$ cat config.mk
export PLATFORM = sky130hd
export DESIGN_NAME = sha256_stream_hasher_unit
export DESIGN_NICKNAME = d
export VERILOG_FILES = /design/src/rtl/core/shs_pkg.sv /design/src/rtl/core/shs_core.sv /design/src/rtl/core/sha256_stream_hasher_unit.sv
export SDC_FILE = /design/constraint.sdc
export NUM_CORES = 2
export LEC_CHECK = 0
export BUFFER_PORTS_ARGS = -buffer_cell sky130_fd_sc_hd__buf_2
export CAP_MARGIN = 20
export CORE_MARGIN = 4
export CORE_UTILIZATION = 45
export CTS_CLUSTER_DIAMETER = 100
export DETAILED_ROUTE_END_ITERATION = 8
export PLACE_DENSITY = 0.65
export SYNTH_ARGS = -nofsm -noshare
export SYNTH_HDL_FRONTEND = slang
export SYNTH_SLANG_ARGS = --single-unit
$ cat constraint.sdc
create_clock -name clk -period 18.45 [get_ports clk]
set_input_delay 3.69 -clock clk [delete_from_list [all_inputs] [get_ports clk]]
set_output_delay 3.69 -clock clk [all_outputs]
set_load 0.05 [all_outputs]
$ cat src/rtl/core/shs_pkg.sv
// shared types, constants and round functions for the sha-256 stream hasher
package shs_pkg;

    typedef logic [31:0] word_t;

    // control from the sequencer to the compression core
    typedef struct packed {
        logic start;  // load working vars from chain and run one block
        logic init;   // put chain back to the initial hash values
    } core_ctl_t;

    // status from the compression core
    typedef struct packed {
        logic busy;      // block in flight
        logic rounding;  // a round consumes the schedule word this cycle
    } core_sts_t;

    localparam int unsigned BLOCK_BYTES = 64;
    localparam int unsigned BLOCK_WORDS = BLOCK_BYTES / 4;
    localparam int unsigned LEN_OFFSET  = 56;
    localparam logic [7:0]  PAD_BYTE    = 8'h80;

    function automatic word_t rotr(input word_t x, input int unsigned n);
        rotr = (x >> n) | (x << (32 - n));
    endfunction

    function automatic word_t big_sig0(input word_t x);
        big_sig0 = rotr(x, 2) ^ rotr(x, 13) ^ rotr(x, 22);
    endfunction

    function automatic word_t big_sig1(input word_t x);
        big_sig1 = rotr(x, 6) ^ rotr(x, 11) ^ rotr(x, 25);
    endfunction

    function automatic word_t small_sig0(input word_t x);
        small_sig0 = rotr(x, 7) ^ rotr(x, 18) ^ (x >> 3);
    endfunction

    function automatic word_t small_sig1(input word_t x);
        small_sig1 = rotr(x, 17) ^ rotr(x, 19) ^ (x >> 10);
    endfunction

    function automatic word_t choose(input word_t e, input word_t f, input word_t g);
        choose = (e & f) ^ (~e & g);
    endfunction

    function automatic word_t majority(input word_t a, input word_t b, input word_t c);
        majority = (a & b) ^ (a & c) ^ (b & c);
    endfunction

    function automatic word_t chain_iv(input logic [2:0] idx);
        unique case (idx)
            3'd0: chain_iv = 32'h6a09e667;
            3'd1: chain_iv = 32'hbb67ae85;
            3'd2: chain_iv = 32'h3c6ef372;
            3'd3: chain_iv = 32'ha54ff53a;
            3'd4: chain_iv = 32'h510e527f;
            3'd5: chain_iv = 32'h9b05688c;
            3'd6: chain_iv = 32'h1f83d9ab;
            3'd7: chain_iv = 32'h5be0cd19;
            default: chain_iv = 32'h0;
        endcase
    endfunction

    function automatic word_t round_k(input logic [5:0] t);
        unique case (t)
            6'd0:  round_k = 32'h428a2f98;  6'd1:  round_k = 32'h71374491;
            6'd2:  round_k = 32'hb5c0fbcf;  6'd3:  round_k = 32'he9b5dba5;
            6'd4:  round_k = 32'h3956c25b;  6'd5:  round_k = 32'h59f111f1;
            6'd6:  round_k = 32'h923f82a4;  6'd7:  round_k = 32'hab1c5ed5;
            6'd8:  round_k = 32'hd807aa98;  6'd9:  round_k = 32'h12835b01;
            6'd10: round_k = 32'h243185be;  6'd11: round_k = 32'h550c7dc3;
            6'd12: round_k = 32'h72be5d74;  6'd13: round_k = 32'h80deb1fe;
            6'd14: round_k = 32'h9bdc06a7;  6'd15: round_k = 32'hc19bf174;
            6'd16: round_k = 32'he49b69c1;  6'd17: round_k = 32'hefbe4786;
            6'd18: round_k = 32'h0fc19dc6;  6'd19: round_k = 32'h240ca1cc;
            6'd20: round_k = 32'h2de92c6f;  6'd21: round_k = 32'h4a7484aa;
            6'd22: round_k = 32'h5cb0a9dc;  6'd23: round_k = 32'h76f988da;
            6'd24: round_k = 32'h983e5152;  6'd25: round_k = 32'ha831c66d;
            6'd26: round_k = 32'hb00327c8;  6'd27: round_k = 32'hbf597fc7;
            6'd28: round_k = 32'hc6e00bf3;  6'd29: round_k = 32'hd5a79147;
            6'd30: round_k = 32'h06ca6351;  6'd31: round_k = 32'h14292967;
            6'd32: round_k = 32'h27b70a85;  6'd33: round_k = 32'h2e1b2138;
            6'd34: round_k = 32'h4d2c6dfc;  6'd35: round_k = 32'h53380d13;
            6'd36: round_k = 32'h650a7354;  6'd37: round_k = 32'h766a0abb;
            6'd38: round_k = 32'h81c2c92e;  6'd39: round_k = 32'h92722c85;
            6'd40: round_k = 32'ha2bfe8a1;  6'd41: round_k = 32'ha81a664b;
            6'd42: round_k = 32'hc24b8b70;  6'd43: round_k = 32'hc76c51a3;
            6'd44: round_k = 32'hd192e819;  6'd45: round_k = 32'hd6990624;
            6'd46: round_k = 32'hf40e3585;  6'd47: round_k = 32'h106aa070;
            6'd48: round_k = 32'h19a4c116;  6'd49: round_k = 32'h1e376c08;
            6'd50: round_k = 32'h2748774c;  6'd51: round_k = 32'h34b0bcb5;
            6'd52: round_k = 32'h391c0cb3;  6'd53: round_k = 32'h4ed8aa4a;
            6'd54: round_k = 32'h5b9cca4f;  6'd55: round_k = 32'h682e6ff3;
            6'd56: round_k = 32'h748f82ee;  6'd57: round_k = 32'h78a5636f;
            6'd58: round_k = 32'h84c87814;  6'd59: round_k = 32'h8cc70208;
            6'd60: round_k = 32'h90befffa;  6'd61: round_k = 32'ha4506ceb;
            6'd62: round_k = 32'hbef9a3f7;  6'd63: round_k = 32'hc67178f2;
            default: round_k = 32'h0;
        endcase
    endfunction

endpackage

$ cat src/rtl/core/shs_core.sv
// sha-256 compression core: chain words, working vars and one round per cycle
module shs_core
(
    input  logic                clk,
    input  logic                rst_n,
    input  shs_pkg::core_ctl_t  ctl,
    input  shs_pkg::word_t      sched_word,
    input  logic [2:0]          rd_idx,
    output shs_pkg::core_sts_t  sts,
    output shs_pkg::word_t      rd_word
);

    localparam logic [1:0] C_IDLE  = 2'd0;
    localparam logic [1:0] C_ROUND = 2'd1;
    localparam logic [1:0] C_ADD   = 2'd2;

    logic [1:0]     state_reg, state_next;
    logic [5:0]     round_reg, round_next;
    shs_pkg::word_t chain_reg [8];
    shs_pkg::word_t chain_next [8];
    shs_pkg::word_t var_reg [8];
    shs_pkg::word_t var_next [8];
    shs_pkg::word_t tmp1;
    shs_pkg::word_t tmp2;

    // one round of the shared datapath
    always_comb
    begin
        tmp1 = var_reg[7] + shs_pkg::big_sig1(var_reg[4])
             + shs_pkg::choose(var_reg[4], var_reg[5], var_reg[6])
             + shs_pkg::round_k(round_reg) + sched_word;
        tmp2 = shs_pkg::big_sig0(var_reg[0])
             + shs_pkg::majority(var_reg[0], var_reg[1], var_reg[2]);
    end

    always_comb
    begin
        state_next = state_reg;
        round_next = round_reg;
        chain_next = chain_reg;
        var_next   = var_reg;
        unique case (state_reg)
            C_IDLE:
            begin
                if (ctl.start)
                begin
                    var_next   = chain_reg;
                    round_next = '0;
                    state_next = C_ROUND;
                end
            end
            C_ROUND:
            begin
                var_next[7] = var_reg[6];
                var_next[6] = var_reg[5];
                var_next[5] = var_reg[4];
                var_next[4] = var_reg[3] + tmp1;
                var_next[3] = var_reg[2];
                var_next[2] = var_reg[1];
                var_next[1] = var_reg[0];
                var_next[0] = tmp1 + tmp2;
                round_next  = round_reg + 6'd1;
                if (round_reg == 6'd63)
                begin
                    state_next = C_ADD;
                end
            end
            C_ADD:
            begin
                for (int i = 0; i < 8; i++)
                begin
                    chain_next[i] = chain_reg[i] + var_reg[i];
                end
                state_next = C_IDLE;
            end
            default:
            begin
                state_next = C_IDLE;
            end
        endcase
        if (ctl.init)
        begin
            for (int i = 0; i < 8; i++)
            begin
                chain_next[i] = shs_pkg::chain_iv(3'(i));
            end
        end
    end

    always_ff @(posedge clk or negedge rst_n)
    begin
        if (!rst_n)
        begin
            state_reg <= C_IDLE;
            round_reg <= '0;
            for (int i = 0; i < 8; i++)
            begin
                chain_reg[i] <= shs_pkg::chain_iv(3'(i));
            end
        end
        else
        begin
            state_reg <= state_next;
            round_reg <= round_next;
            chain_reg <= chain_next;
        end
    end

    always_ff @(posedge clk)
    begin
        var_reg <= var_next;
    end

    assign sts.busy     = (state_reg != C_IDLE);
    assign sts.rounding = (state_reg == C_ROUND);
    assign rd_word      = chain_reg[rd_idx];

endmodule

$ cat src/rtl/core/sha256_stream_hasher_unit.sv
// sha-256 stream hasher top level: byte buffer, message schedule, padding and digest output
//
//  channel | signals                                  | dir | item
//  --------+------------------------------------------+-----+------------------------------
//  in      | in_valid, in_stall, command, message_byte | in  | one byte to absorb, or finish
//  out     | out_valid, out_stall, digest_word,        | out | one big-endian digest word
//          | word_index, last_word                     |     |
//
// an absorb item is taken while idle; the byte that completes a 64-byte block
// holds the input off through a compression (start, 64 rounds, chain add, handoff)
// a finish item pads as it is taken and runs one or two such compressions, then
// emits eight words, one per cycle when out_stall is low; input stays stalled
// until the eighth word is taken
// the compression core does one round per cycle and sets the block timing
// rst_n clears the sequencer and counters and sets the chain words to the initial
// hash values; out_stall only holds the current word in place
module sha256_stream_hasher_unit
(
    input  logic        clk,
    input  logic        rst_n,
    input  logic        in_valid,
    output logic        in_stall,
    input  logic        command,
    input  logic [7:0]  message_byte,
    output logic        out_valid,
    input  logic        out_stall,
    output logic [31:0] digest_word,
    output logic [2:0]  word_index,
    output logic        last_word
);

    // sequencer states
    localparam logic [2:0] S_IDLE  = 3'd0;
    localparam logic [2:0] S_FULL  = 3'd1;  // compressing a block filled by absorbs
    localparam logic [2:0] S_PAD1  = 3'd2;  // compressing first of two padding blocks
    localparam logic [2:0] S_PAD2  = 3'd3;  // compressing the block with the length
    localparam logic [2:0] S_OUT   = 3'd4;  // emitting digest words

    localparam logic CMD_ABSORB = 1'b0;
    localparam logic CMD_FINISH = 1'b1;

    logic [2:0]  state_reg, state_next;
    logic [5:0]  fill_reg, fill_next;
    logic [63:0] bits_reg, bits_next;
    logic        start_reg, start_next;
    logic        init_reg, init_next;
    logic [2:0]  idx_reg, idx_next;
    logic        ovalid_reg, ovalid_next;

    // block buffer doubles as the 16-word schedule window
    shs_pkg::word_t win_reg [shs_pkg::BLOCK_WORDS];
    shs_pkg::word_t win_next [shs_pkg::BLOCK_WORDS];
    shs_pkg::word_t sched_new;

    shs_pkg::core_ctl_t ctl;
    shs_pkg::core_sts_t sts;
    shs_pkg::word_t     rd_word;

    logic in_acc;
    logic out_acc;
    logic core_done;

    assign in_acc    = in_valid && !in_stall;
    assign out_acc   = ovalid_reg && !out_stall;
    assign core_done = !start_reg && !sts.busy;

    // next schedule word from the window taps
    assign sched_new = win_reg[0] + shs_pkg::small_sig0(win_reg[1]) + win_reg[9]
                     + shs_pkg::small_sig1(win_reg[14]);

    always_comb
    begin
        state_next  = state_reg;
        fill_next   = fill_reg;
        bits_next   = bits_reg;
        start_next  = 1'b0;
        init_next   = 1'b0;
        idx_next    = idx_reg;
        ovalid_next = ovalid_reg;
        win_next    = win_reg;

        // rounds eat the window from the front
        if (sts.rounding)
        begin
            for (int i = 0; i < shs_pkg::BLOCK_WORDS - 1; i++)
            begin
                win_next[i] = win_reg[i + 1];
            end
            win_next[shs_pkg::BLOCK_WORDS - 1] = sched_new;
        end

        unique case (state_reg)
            S_IDLE:
            begin
                if (in_acc && command == CMD_ABSORB)
                begin
                    win_next[fill_reg[5:2]][8 * (3 - fill_reg[1:0]) +: 8] = message_byte;
                    bits_next = bits_reg + 64'd8;
                    fill_next = fill_reg + 6'd1;
                    if (fill_reg == 6'(shs_pkg::BLOCK_BYTES - 1))
                    begin
                        start_next = 1'b1;
                        state_next = S_FULL;
                    end
                end
                else if (in_acc && command == CMD_FINISH)
                begin
                    // pad byte, zeros above it, length if it still fits
                    for (int p = 0; p < shs_pkg::BLOCK_BYTES; p++)
                    begin
                        if (6'(p) == fill_reg)
                        begin
                            win_next[p / 4][8 * (3 - p % 4) +: 8] = shs_pkg::PAD_BYTE;
                        end
                        else if (6'(p) > fill_reg)
                        begin
                            if (p >= shs_pkg::LEN_OFFSET
                                && fill_reg < 6'(shs_pkg::LEN_OFFSET))
                            begin
                                win_next[p / 4][8 * (3 - p % 4) +: 8] =
                                    bits_reg[8 * ((shs_pkg::BLOCK_BYTES - 1 - p) & 7) +: 8];
                            end
                            else
                            begin
                                win_next[p / 4][8 * (3 - p % 4) +: 8] = 8'h00;
                            end
                        end
                    end
                    start_next = 1'b1;
                    state_next = (fill_reg >= 6'(shs_pkg::LEN_OFFSET)) ? S_PAD1 : S_PAD2;
                end
            end
            S_FULL:
            begin
                if (core_done)
                begin
                    state_next = S_IDLE;
                end
            end
            S_PAD1:
            begin
                if (core_done)
                begin
                    // second block: zeros then the length
                    for (int i = 0; i < shs_pkg::BLOCK_WORDS - 2; i++)
                    begin
                        win_next[i] = '0;
                    end
                    win_next[shs_pkg::BLOCK_WORDS - 2] = bits_reg[63:32];
                    win_next[shs_pkg::BLOCK_WORDS - 1] = bits_reg[31:0];
                    start_next = 1'b1;
                    state_next = S_PAD2;
                end
            end
            S_PAD2:
            begin
                if (core_done)
                begin
                    idx_next    = '0;
                    ovalid_next = 1'b1;
                    state_next  = S_OUT;
                end
            end
            S_OUT:
            begin
                if (out_acc)
                begin
                    if (idx_reg == 3'd7)
                    begin
                        ovalid_next = 1'b0;
                        init_next   = 1'b1;
                        fill_next   = '0;
                        bits_next   = '0;
                        state_next  = S_IDLE;
                    end
                    else
                    begin
                        idx_next = idx_reg + 3'd1;
                    end
                end
            end
            default:
            begin
                state_next = S_IDLE;
            end
        endcase
    end

    always_ff @(posedge clk or negedge rst_n)
    begin
        if (!rst_n)
        begin
            state_reg  <= S_IDLE;
            fill_reg   <= '0;
            bits_reg   <= '0;
            start_reg  <= 1'b0;
            init_reg   <= 1'b0;
            idx_reg    <= '0;
            ovalid_reg <= 1'b0;
        end
        else
        begin
            state_reg  <= state_next;
            fill_reg   <= fill_next;
            bits_reg   <= bits_next;
            start_reg  <= start_next;
            init_reg   <= init_next;
            idx_reg    <= idx_next;
            ovalid_reg <= ovalid_next;
        end
    end

    always_ff @(posedge clk)
    begin
        win_reg <= win_next;
    end

    assign ctl.start = start_reg;
    assign ctl.init  = init_reg;

    shs_core u_core
    (
        .clk        (clk),
        .rst_n      (rst_n),
        .ctl        (ctl),
        .sched_word (win_reg[0]),
        .rd_idx     (idx_reg),
        .sts        (sts),
        .rd_word    (rd_word)
    );

    // init pulse lands with the return to idle, so the chain is fresh for the next item
    assign in_stall    = (state_reg != S_IDLE);
    assign out_valid   = ovalid_reg;
    assign digest_word = rd_word;
    assign word_index  = idx_reg;
    assign last_word   = (idx_reg == 3'd7);

endmodule

# == Word-level counts from Yosys, hierarchy flattened ==
# Memory sizes are Yosys's and may differ from the RTL's.
# Index checks and enable logic that the tools add are counted.
# word_totals
rom_bits,2048
word_cells,464
output_inout_bits,38
register_bits,1111
in_bits,13
mem_count,1
# classes
order_cmp,69
mux,189
bitwise_logic,30
n_eq_ne,83
shift,2
n_addsub,24
reduce_logical,25
# memory_table
name,depth,word_bits,rd,rd_ports_with_merged_regs,wr,line,rtl
(no name shown),64,32,1,0,0,shs_pkg.sv:66,unique case (t)
# ops
op,count
$mux 512,4
$mux 8,136
$pmux 512 s2,1
$mux 256,3
$add 32x32->32,18
$bwmux 512,1
$pmux 256 s2,1
$xor 32x32->32,9
$eq 6x6->1 const A,32
$gt 6x6->1 const A,32
$mux 64,3
$and 32x32->32,5
$demux 32 s4,1
$pmux 64 s2,1
$bmux 32 s3,1
$eq 5x6->1 const A,16
$gt 5x6->1 const A,16
$mux 32,3
$add 64x4->64 const B,1
$eq 4x6->1 const A,8
$gt 4x6->1 const A,8
$neg 32->34,1
$shift 8x34->32 const A,1
$shiftx 8x34->32,1
58 further kinds,119

# == Longest topological paths before layout ==
# logic_depth
depth_word,12
depth_mapped,44
mapped_depth_nobuf,42

# == Modules after synthesis ==
# Synthesis repeated with hierarchy kept, for this count alone.
# hier_totals
hier_cells,9224
hier_area_um2,79996.7
# by_module_without_submodules
module,seq_area_each_um2,n_inst,area_each_um2,cells_per_inst
shs_core,14463.9,1,47154.0,5480
sha256_stream_hasher_unit,12151.7,1,32842.7,3744

# == Worst setup path after synthesis ==
# Ideal clock, no wire load.
# synth_timing
kind,register to register
start,register u_core.round_reg[1]
end,register u_core.var_reg[254] in the netlist's numbering (data pin)
required_time_ps,18182
period_less_slack_ps,8567
setup_time_ps,268
path_slack_ps,9883
stages_incl_launch_ff,40
t_arrival_ps,8299
n_path_buf,2
path_cell_list,dfrtp_1 -> inv_1 -> clkbuf_1 -> ha_1 -> and2_1 -> clkbuf_1 -> o21ai_0 -> nand3_1 -> o21ai_0 -> o21ai_0 -> fa_1 -> inv_1 -> fa_1 -> fa_1 -> inv_1 -> ha_1 -> a21o_1 -> a21oi_1 -> [... 4 more ...] -> o21ai_0 -> a21o_1 -> a21o_1 -> xor2_1 -> inv_1 -> fa_1 -> inv_1 -> ha_1 -> and3_1 -> a221oi_1 -> nor2b_1 -> o41ai_1 -> o21bai_1 -> nor4_2 -> o31ai_1 -> a21oi_1 -> xor2_1 -> o21ai_0
# synth_lines
item,line,rtl
start: declaration,shs_core.sv:18,"logic [5:0] round_reg, round_next;"
start signal: assignment,shs_core.sv:104,round_reg <= round_next;
end signal: assignment,shs_core.sv:111,var_reg <= var_next;
end: declaration,shs_core.sv:21,shs_pkg::word_t var_reg [8];

==> results.yml <==
sta:
  setup_tns_ns: 0
  max_slew_margin: 0.110
  rsz0062_at_grt: "false"
  setup_violations: 0
  skew_ns: 0.0366
  max_freq_mhz: 96.0
  drv_slew: 0
  period_minus_slack_ns: 10.41
  hold_violations: 0
  worstMarginPinSlew_ns: 1.33
  hold_ws_ns: 0.508
  period_share: 0.564
clock_network:
  cts_buffer_depth: 3
  cts_sinks: 1108
  numCtsBuffers: 136
  clk_latency_ns: 0.82
  path_clk_slew_ns: 0.06
  cts_tree: "built"
  cts_resized: 0
  postCtsSetupBuffers: 0
  cts_root_buffer: "clkbuf_16"
  holdBufCountCts: 0
  cts_htree_levels: 4
drt:
  drtAntennaViolNets: 0
  remaining_drc_errors: 0
  wl_microns: 317000
  drt_iter0_markers: 8281
  avgRoutedWirePerCell_microns: 28.0
  drtPass1Iterations: 6
  viasPerCell: 6.38
  via_count: 72200
yosys:
  synth_warnings: 0
  ys_seq_area_frac: 0.337
  synth_nets: 9730
  synth-seq-cells: 1108
  synth.distinct_cells: 103
  synth_edf_count: 256
  synth_area_sq_mm: 0.0790
  synth_cells: 9121
  synth.avg_cell_area_sq_um: 8.66
  synthFlopType: "dfxtp_1"
  synthArstFlopShare: 0.307
worst_setup_path:
  crit-reg2reg-launch: "u_core.round_reg[2]"
  rr_endpoint: "u_core.var_reg[254]"
  cp-startpoint: "u_core.round_reg[2]"
  rr_worst_depth: 35
  slowest_delay_ns: 0.88
  cp_top_family: "compound AO/OA/AOI/OAI gates"
  setup.worst_path.class: "reg2reg"
  reg2reg_slack_ns: 8.04
  endpoint_kind: "flop"
  cp-start-kind: "flop"
  worst_ep_arrival_time_ns: 10.93
  path_buf_inv: 3
  critPathSlowestCell: "dfrtp_4"
  crit_required_ns: 18.96
  path_max_fanout: 72
floorplan:
  boundaryPins: 51
  die_h_microns: 427
  dieArea_sq_mm: 0.182
  start_util: 0.453
  die_w_microns: 427
  num_rows: 153
  coreArea_sq_mm: 0.174
placed_design:
  finalWeightedCongestion: 1.06
  dpl.cell_count: 11100
  port-buffer-count: 50
  dpl.hpwl_microns: 234000
grt:
  grt-ovfl-total: 0
  grt.total_usage: 0.338
  grt_pass1_wl_microns: 463000
  antenna_found_initial: 2
  grt_max_degree: 149
  first_global_vias: 68900
final_layout:
  layout.cells.most_common_list: "nand2_1 (1401), a21oi_1 (737), nor2_1 (559), o21ai_0 (549), dfxtp_1 (512)"
  layout-drive-gt1-share: 0.0820
  nNetsFinal: 9486
  layoutNonFillerInstCount: 11300
  area_delta_synth_final_pct: 8.57
  fill_cells: 16400
  largest_reg_flops: 512
  final_common_cell: "nand2_1"
min_path:
  hold_path_class: "reg2reg"
  worstHoldEndpoint: "u_core.chain_reg[169]"
  min-delay-start: "u_core.chain_reg[169]"
  hold_depth: 2
job:
  cap_violations: 0
status:
  status: "finished, final reports clean"
==> per-stage QoR <==
| step | instance area [sq um] | utilization | setup WS (ns) |
|---|---|---|---|
| after floorplan | 79000 | - | 9.88 |
| after global placement | 81200 | 0.466 | 8.06 |
| after detailed placement | 81200 | 0.466 | 8.14 |
| after CTS | 85800 | 0.492 | 8.10 |
| after global routing | 85800 | 0.492 | 7.22 |
| final | 85800 | 0.492 | 8.04 |
==> worst max-delay path by stage <==
stage	end	slack, ns	cells past startpoint
final	u_core.var_reg[254]	8.04	35
after CTS	u_core.var_reg[254]	8.10	35
after global placement	u_core.var_reg[254]	8.06	35
after global routing	u_core.var_reg[254]	7.22	37
after floorplan	u_core.var_reg[254]	9.88	39
after detailed placement	u_core.var_reg[254]	8.14	35
==> Yosys cell counts, drive strengths merged (216+ instances only) <==
library cell  count  area, sq um
a21o            216         1620
a21oi           742         3730
clkbuf          471         1770
dfxtp           512        10200
edfxtp          256         7690
ha              401         5020
inv             393         1480
mux2i           407         4070
nand2          1404         5270
nor2            575         2190
o21ai           556         2790
o22ai           366         2290
xnor2           346         3030
xor2            263         2300
==> worst min-delay path, delay by kind of cell, from the launching register on <==
kind | cells | cell delay (ns)
and+or+nand+nor | 2 | 0.11
DFF | 1 | 0.39
==> layer usage <==
metal  wire length [microns]  GRT usage  vias up
met5                       0          0        -
met4                   26300      0.234        0
met3                   26800     0.0620      975
met2                  140000      0.525     3790
met1                  124000      0.427    35300
li1                        -          -    32100
==> area by class of cell <==
class | count | area, sq um | area share
Antenna cell | 3 | 7.51 | 0.0000875
Clock buffer | 187 | 3770 | 0.0439
Clock inverter | 62 | 801 | 0.00934
Inverter | 395 | 1500 | 0.0174
Multi-Input combinational cell | 7051 | 48800 | 0.569
Sequential cell | 1108 | 26600 | 0.311
Tap cell | 2325 | 2910 | 0.0339
Timing Repair Buffer | 185 | 1310 | 0.0153
==> cells by family (layout without fill, tap and decap cells) <==
group                    count (synthesis)  count (layout)  synth area share
adder cells (fa/ha/maj)                617             617             0.116
flip-flops                            1108            1108             0.337
XOR/XNOR                               609             609            0.0675
multiplexers                           527             527            0.0784
other                                    0               3                 0
AO/OA/AOI/OAI                         2613            2613             0.208
buffers and inverters                  962             829            0.0461
AND/OR/NAND/NOR                       2685            2685             0.148
Power is not shown: default switching activity piles up to over one toggle a cycle in this logic, so the estimate is an artifact.
